<file path="src/hw/rtl/sds_pkg.sv">
// Shared types and constants of the stereo doubler saturator.
`timescale 1ns / 1ps
`default_nettype none

package sds_pkg;

	// Default sizes of the delay line and the lookup tables.
	localparam int DELAY_DEPTH_DEF     = 2048;
	localparam int SINE_TABLE_BITS_DEF = 10;
	localparam int TANH_TABLE_BITS_DEF = 10;

	// Configuration bus.
	localparam int CFG_AW = 4;
	localparam int CFG_DW = 32;

	// Register reset values.
	localparam logic [12:0] MIX_RST  = 13'd0;
	localparam logic [13:0] VOL_RST  = 14'd4096;
	localparam logic [10:0] BASE_RST = 11'd576;
	localparam logic [31:0] LFO_RST  = 32'd71583;

	// Register indexes, taken from paddr[3:2].
	typedef enum logic [1:0] {
		REG_MIX  = 2'd0,
		REG_VOL  = 2'd1,
		REG_BASE = 2'd2,
		REG_LFO  = 2'd3
	} sds_reg_t;

	// Register file contents handed to the datapath.
	typedef struct packed {
		logic [12:0] mix_amount;
		logic [13:0] volume_gain;
		logic [10:0] base_delay;
		logic [31:0] lfo_step;
	} sds_cfg_t;

endpackage

`default_nettype wire

</file>
<file path="src/hw/rtl/sds_regs.sv">
// APB configuration registers of the stereo doubler saturator.
`timescale 1ns / 1ps
`default_nettype none

module sds_regs
	import sds_pkg::*;
(
	input  wire                clk,
	input  wire                arst_n,
	input  wire                psel,
	input  wire                penable,
	input  wire                pwrite,
	input  wire [CFG_AW-1:0]   paddr,
	input  wire [CFG_DW-1:0]   pwdata,
	output logic [CFG_DW-1:0]  prdata,
	output logic               pready,
	output sds_cfg_t           cfg
);

	sds_cfg_t cfg_q;
	sds_reg_t idx;

	assign idx    = sds_reg_t'(paddr[3:2]);
	assign pready = 1'b1;
	assign cfg    = cfg_q;

	// Register writes in the access phase.
	always_ff @(posedge clk or negedge arst_n) begin
		if (!arst_n) begin
			cfg_q.mix_amount  <= MIX_RST;
			cfg_q.volume_gain <= VOL_RST;
			cfg_q.base_delay  <= BASE_RST;
			cfg_q.lfo_step    <= LFO_RST;
		end else if (psel && penable && pwrite) begin
			unique case (idx)
				REG_MIX:  cfg_q.mix_amount  <= pwdata[12:0];
				REG_VOL:  cfg_q.volume_gain <= pwdata[13:0];
				REG_BASE: cfg_q.base_delay  <= pwdata[10:0];
				REG_LFO:  cfg_q.lfo_step    <= pwdata;
				default:  cfg_q <= cfg_q;
			endcase
		end
	end

	// Read back.
	always_comb begin
		unique case (idx)
			REG_MIX:  prdata = {19'd0, cfg_q.mix_amount};
			REG_VOL:  prdata = {18'd0, cfg_q.volume_gain};
			REG_BASE: prdata = {21'd0, cfg_q.base_delay};
			REG_LFO:  prdata = cfg_q.lfo_step;
			default:  prdata = '0;
		endcase
	end

endmodule

`default_nettype wire

</file>
<file path="config.mk">
export PLATFORM = sky130hd
export DESIGN_NAME = sds_regs
export DESIGN_NICKNAME = d
export VERILOG_FILES = /design/src/hw/rtl/sds_pkg.sv /design/src/hw/rtl/sds_regs.sv
export SDC_FILE = /design/constraint.sdc
export NUM_CORES = 1
export LEC_CHECK = 0
export ABC_CLOCK_PERIOD_IN_PS = 1900
export BUFFER_PORTS_ARGS = -buffer_cell sky130_fd_sc_hd__buf_4
export CAP_MARGIN = 25
export CORE_MARGIN = 2
export CORE_UTILIZATION = 42
export CTS_BUF_LIST = sky130_fd_sc_hd__clkbuf_16
export CTS_CLUSTER_DIAMETER = 50
export DETAILED_ROUTE_END_ITERATION = 6
export HOLD_SLACK_MARGIN = 0.05
export PLACE_DENSITY_LB_ADDON = 0.05
export SYNTH_ARGS = -nofsm -noshare
export SYNTH_HDL_FRONTEND = slang
export SYNTH_SLANG_ARGS = --single-unit
</file>
<file path="constraint.sdc">
create_clock -name clk -period 1.9 [get_ports clk]
set_input_delay 0.475 -clock clk [delete_from_list [all_inputs] [get_ports clk]]
set_output_delay 0.475 -clock clk [all_outputs]
set_load 0.01 [all_outputs]
</file>
==> results of run 1 <==
-- layer usage --
metal | share of wire | global-route usage | wire (µm)
met5 | 0 | 0 | 0
met4 | 0.0095 | 0.0769 | 70
met3 | 0.067 | 0.0442 | 490
met2 | 0.51 | 0.312 | 3740
met1 | 0.41 | 0.237 | 3050
-- cell type report --
cell class,count,area (µm²)
clock inverters,7,56.3
well taps,99,124
clock buffers,9,225
repair buffers,154,1180
fillers,571,2630
multi-input cells,114,1270
flip-flops and latches,70,1770
-- synthesized netlist by cell type (all sizes together) --
cell type  instances
or3b               1
nor3               1
o21ai              2
nand3              3
and3              18
nor2b              1
clkbuf             4
dfstp             14
dfrtp             56
mux2              70
conb               1
buf               12
nor2               1
nand2              1
mux4              11
mux2i              3
nor3b              1
-- power groups by stage --
stage / logic (µW) / registers [µW] / clock network [µW]
2_1_floorplan: 560 / 2300 / 0
3_3_place_gp: 1590 / 2180 / 0
3_5_place_dp: 1610 / 2190 / 0
4_1_cts: 1610 / 2170 / 1600
5_1_grt: 1700 / 2220 / 1670
6_report: 1590 / 2170 / 1550
-- kinds of logic after synthesis --
logic type,Yosys count
muxes,84
DFF,70
AOI/OAI and AO/OA,2
and+or+nand+nor,27
other,1
buffers and inverters,16
-- worst min-delay path by stage --
| stage | endpoint | cells past startpoint | startpoint |
|---|---|---|---|
| floorplan | cfg[11] | 0 | arst_n |
| global placement | cfg[60] | 1 | arst_n |
| detailed placement | cfg[49] | 1 | arst_n |
| CTS | cfg[49] | 1 | arst_n |
| global route | cfg[49] | 1 | arst_n |
| finish | cfg[49] | 1 | arst_n |
-- repair_timing --
action,CTS,global route
hold buffers,0,0
endpoints found under the setup margin,11,0
resized for setup,1,0
-- placed cells by master (no fill, tap or decap), types with 2 or more instances in the layout --
cell type	instances
dfrtp_1	56
o21ai_0	2
clkbuf_16	9
nand3_1	2
mux2i_1	3
buf_12	2
buf_4	151
and3_1	18
clkinv_1	2
dfstp_2	14
mux4_2	11
mux2_2	69
clkinv_2	3
-- per-stage QoR --
stage                     std cells  total power, µW  hold slack (ps)  utilization  setup WS (ps)
after floorplan                 200             2860              179            -           36.7
after global routing            453             5590             79.8        0.638           2.22
after CTS                       453             5380             59.3        0.638           15.1
after detailed placement        437             3800              400        0.599          -71.8
after global placement          437             3770              400        0.599          -57.5
final                           453             5310             59.2        0.638           35.3
==> impl_metrics.csv, run 1 <==
group,metric,value,unit
floorplanning,start_util,0.432,
timing,rsz0062_at_grt,"no",
global_routing,grt_use_total,0.188,
yosys,synth_nets,241,
yosys,syn_inst,200,
min_path,hp-class,"in2async",
floorplanning,die_area,0.00816,mm²
critical_path,reg2regPathDepth,1,
clocking,cts_sinks,70,
critical_path,rr_startpoint,"cfg[5]",
critical_path,crit_path_start,"paddr[2]",
place,gp_congestion,0.754,
global_routing,grt_max_degree,34,
drt,wl,7.35,mm
clocking,cts_setup_buffers,0,
yosys,netlist.area_leader.share,0.448,
yosys,yosysWarnings,0,
floorplanning,die_y,90.3,µm
critical_path,arrival,1390,ps
critical_path,crit_type,"in2out",
drt,wl_per_cell,16.2,µm
critical_path,critPathTopFamily,"multiplexers",
critical_path,slowest_stage,"mux4_2",
floorplanning,core-area,0.00725,mm²
global_routing,grt-ovfl-total,0,
place,post_dp_cell_area,0.00434,mm²
power_and_ir_drop,swShare,0.271,
clocking,tritoncts,"done",
yosys,synth-xor-area-share,0,
critical_path,crit_buf_inv,2,
critical_path,crit_end,"prdata[4]",
global_routing,antenna_found_initial,0,
power_and_ir_drop,powerDensity,1150,mW/mm²
floorplanning,die_width,90.3,µm
yosys,yosysUniqueCellTypes,23,
power_and_ir_drop,pwr-share-clk,0.292,
drt,avgViaCountPerCell,4.97,
clocking,clk_latency,310,ps
drt,dr.pass1.iters,4,
yosys,synth_top_family_by_area,"multiplexers",
layout,post-route-cell-area,0.00463,mm²
timing,hold_viol_final,0,
timing,final.min_clock_period,1860,ps
outcome,outcome,"complete, no violations",
global_routing,first_global_vias,2357,
floorplanning,io_pins,144,
place,dp_hpwl,5.29,mm
job,maxCapViolations,0,
power_and_ir_drop,power_frac_comb,0.300,
power_and_ir_drop,p_int,3870,µW
critical_path,startpoint_type,"input pin",
critical_path,r2r_slack,1110,ps
critical_path,reg2reg_to,"cfg[5]",
drt,drc_errors,0,
yosys,synth.top_cells.by_area,"dfrtp_1 (45%), mux2_2 (25%), dfstp_2 (12%)",
clocking,cts_buffers,9,
timing,finalSetupViolCount,0,
place,portBuffers,140,
critical_path,critPathMaxFanout,14,
power_and_ir_drop,pwr-share-seq,0.408,
critical_path,path_cells,"buf_6 -> mux4_2 -> buf_4",
critical_path,worstPathRequired,1420,ps
critical_path,max_stage_delay,550,ps
timing,tns,0,ps
layout,layout-drive-gt1-share,0.751,
yosys,yosysTopAreaCell,"dfrtp_1",
layout,largest_register_ffs,70,
yosys,synth_compound_area_frac,0.00320,
clocking,clk_path_buf_depth,2,
yosys,synth_simple_gate_area_frac,0.0536,
yosys,synth_fa_ha_area_frac,0,
drt,drt_iter0_markers,52,
clocking,clk_pin_slew,50,ps
drt,vias,2252,
timing,skew,0,ps
power_and_ir_drop,peakVddDrop,0.516,mV
yosys,avgSynthCellArea,15.7,µm²
yosys,synth.yosys.seq_area_share,0.565,
timing,drv_slew,0,
layout,diodes,0,
power_and_ir_drop,switching_power,1440,µW
layout,nets,390,
floorplanning,rows,31,
critical_path,crit_path_end_kind,"primary output",
timing,fin_crit_sh,0.981,
clocking,htree_levels,3,
clocking,root_buffer,"clkbuf_16",
power_and_ir_drop,leakagePower,0.00226,µW
yosys,synth-seq-cells,70,
global_routing,grt_pass1_wl,11.9,mm
layout,area_growth,47.8,%
yosys,muxShareOfSynthArea,0.342,
drt,drt.antenna.violating_nets,0,
timing,max_freq,536,MHz
yosys,syn_area,0.00313,mm²
critical_path,path_depth,3,
No activity file was read; power rests on OpenSTA's default activity.
==> run 2: changes to the inputs <==
- BUFFER_PORTS_ARGS: -buffer_cell sky130_fd_sc_hd__buf_4 -> -buffer_cell sky130_fd_sc_hd__buf_2
==> run 2 against run 1 <==
Net effect: design area shrank 5.9%; combinational power shrank 16%; die area is the same; routed wire length shrank 1.5%; setup slack is essentially flat; sequential share of layout area grew 2.4 points.
==> impl_metrics.csv, run 2 (synthesis results as in run 1) <==
group,metric,value,unit
clocking,clk_pin_slew,50,ps
clocking,tritoncts,"done",
timing,whs,174,ps
clocking,clk_latency,320,ps
place,post_dp_cell_area,0.00403,mm²
global_routing,globalRouteMet2Util,0.296,
global_routing,first_global_vias,2222,
global_routing,use_met1,0.241,
layout,seq_area,0.00177,mm²
layout,post-route-cell-area,0.00436,mm²
layout,layout-drive-gt1-share,0.754,
drt,drc_errors,0,
layout,n_fill_cell,627,
critical_path,startpoint_type,"input pin",
global_routing,met3_usage,0.0484,
timing,hold_viol_final,0,
global_routing,grt_max_degree,71,
outcome,outcome,"complete, no violations",
clocking,cts_sinks,70,
floorplanning,rows,31,
global_routing,antenna_found_initial,0,
layout,nets,393,
drt,dr.pass1.iters,5,
job,maxCapViolations,0,
clocking,cts-resized-gates,4,
clocking,ctsHoldBuffers,0,
layout,area_growth,39.2,%
drt,avgViaCountPerCell,4.90,
drt,wl_per_cell,15.9,µm
place,portBuffers,140,
power_and_ir_drop,leakagePower,0.00221,µW
timing,final.min_clock_period,1860,ps
power_and_ir_drop,peakVddDrop,0.509,mV
floorplanning,die_area,0.00816,mm²
clocking,root_buffer,"clkbuf_16",
timing,finalSetupViolCount,0,
timing,rsz0062_at_grt,"no",
floorplanning,io_pins,144,
place,dp_hpwl,4.88,mm
timing,tns,0,ps
drt,vias,2235,
layout,final_cell_mix,"buf_2 (138), mux2_2 (69), dfrtp_1 (56)",
global_routing,grt-ovfl-total,0,
critical_path,worstPathRequired,1420,ps
drt,drt_iter0_markers,43,
place,gp_congestion,0.720,
layout,multi_input_area,0.00127,mm²
critical_path,critPathMaxFanout,6,
timing,skew,0,ps
clocking,htree_levels,3,
clocking,clk_path_buf_depth,2,
drt,drt.antenna.violating_nets,0,
power_and_ir_drop,powerDensity,1160,mW/mm²
critical_path,arrival,1390,ps
global_routing,grt_pass1_wl,11.7,mm
floorplanning,die_width,90.3,µm
layout,final_common_cell,"buf_2",
floorplanning,start_util,0.432,
global_routing,grt_use_total,0.185,
drt,wl,7.24,mm
clocking,cts_setup_buffers,0,
timing,fin_crit_sh,0.981,
critical_path,crit_path_end_kind,"primary output",
layout,largest_register_ffs,70,
timing,max_freq,536,MHz
critical_path,crit_type,"in2out",
global_routing,grt_busiest_layer,"met2",
timing,drv_slew,0,
floorplanning,core-area,0.00725,mm²
clocking,cts_buffers,9,
layout,diodes,0,
floorplanning,die_y,90.3,µm
min_path,hp-class,"in2async",
power_and_ir_drop,power,5070,µW
==> run 2: cell count changes in the layout (fill, tap and decap cells not counted), sizes merged <==
cell	before	now
buf	154	157
clkinv	5	3
clkinvlp	0	1
inv	1	2
==> run 2: area by class of cell <==
type	instances	area share
sequential	70	0.406
tap	99	0.0284
timing repair buffer	157	0.209
clock buffer	9	0.0517
multi-input combinational	114	0.291
clock inverter	7	0.0135
==> run 2: critical path: stages <==
cell    delay, ps
buf_6         110
buf_12        140
mux4_2        530
buf_6         140
==> run 2: power by group <==
part / total [µW] / switching [µW] / internal (µW)
registers: 2140 / 249 / 1890
logic: 1340 / 599 / 742
clock network: 1590 / 592 / 996
==> run 2: per-stage QoR <==
step,cells,util,worst slack [ps]
finish,456,0.601,35.6
global route,456,0.601,13.2
CTS,456,0.601,29.0
detailed placement,439,0.556,-1.65
global placement,439,0.556,-2.51
floorplan,200,-,36.7
==> run 2: worst paths after layout <==
path / from / end / slack (ps) / depth (start not counted)
max: paddr[2] / prdata[4] / 40 / 4
min: arst_n / cfg[46] / 170 / 2
max reg2reg: cfg[47] / cfg[47] / 1110 / 1
min reg2reg: cfg[23] / cfg[23] / 520 / 1
max in group asynchronous: arst_n / cfg[9] / 1400 / 2
min in group clk: pwdata[29] / cfg[29] / 380 / 2
==> run 2: layer usage <==
metal  up-vias  part of all wire
li1       1037                 -
met1      1084              0.44
met2       104              0.46
met3        10             0.078
met4         0             0.015
met5         -                 0
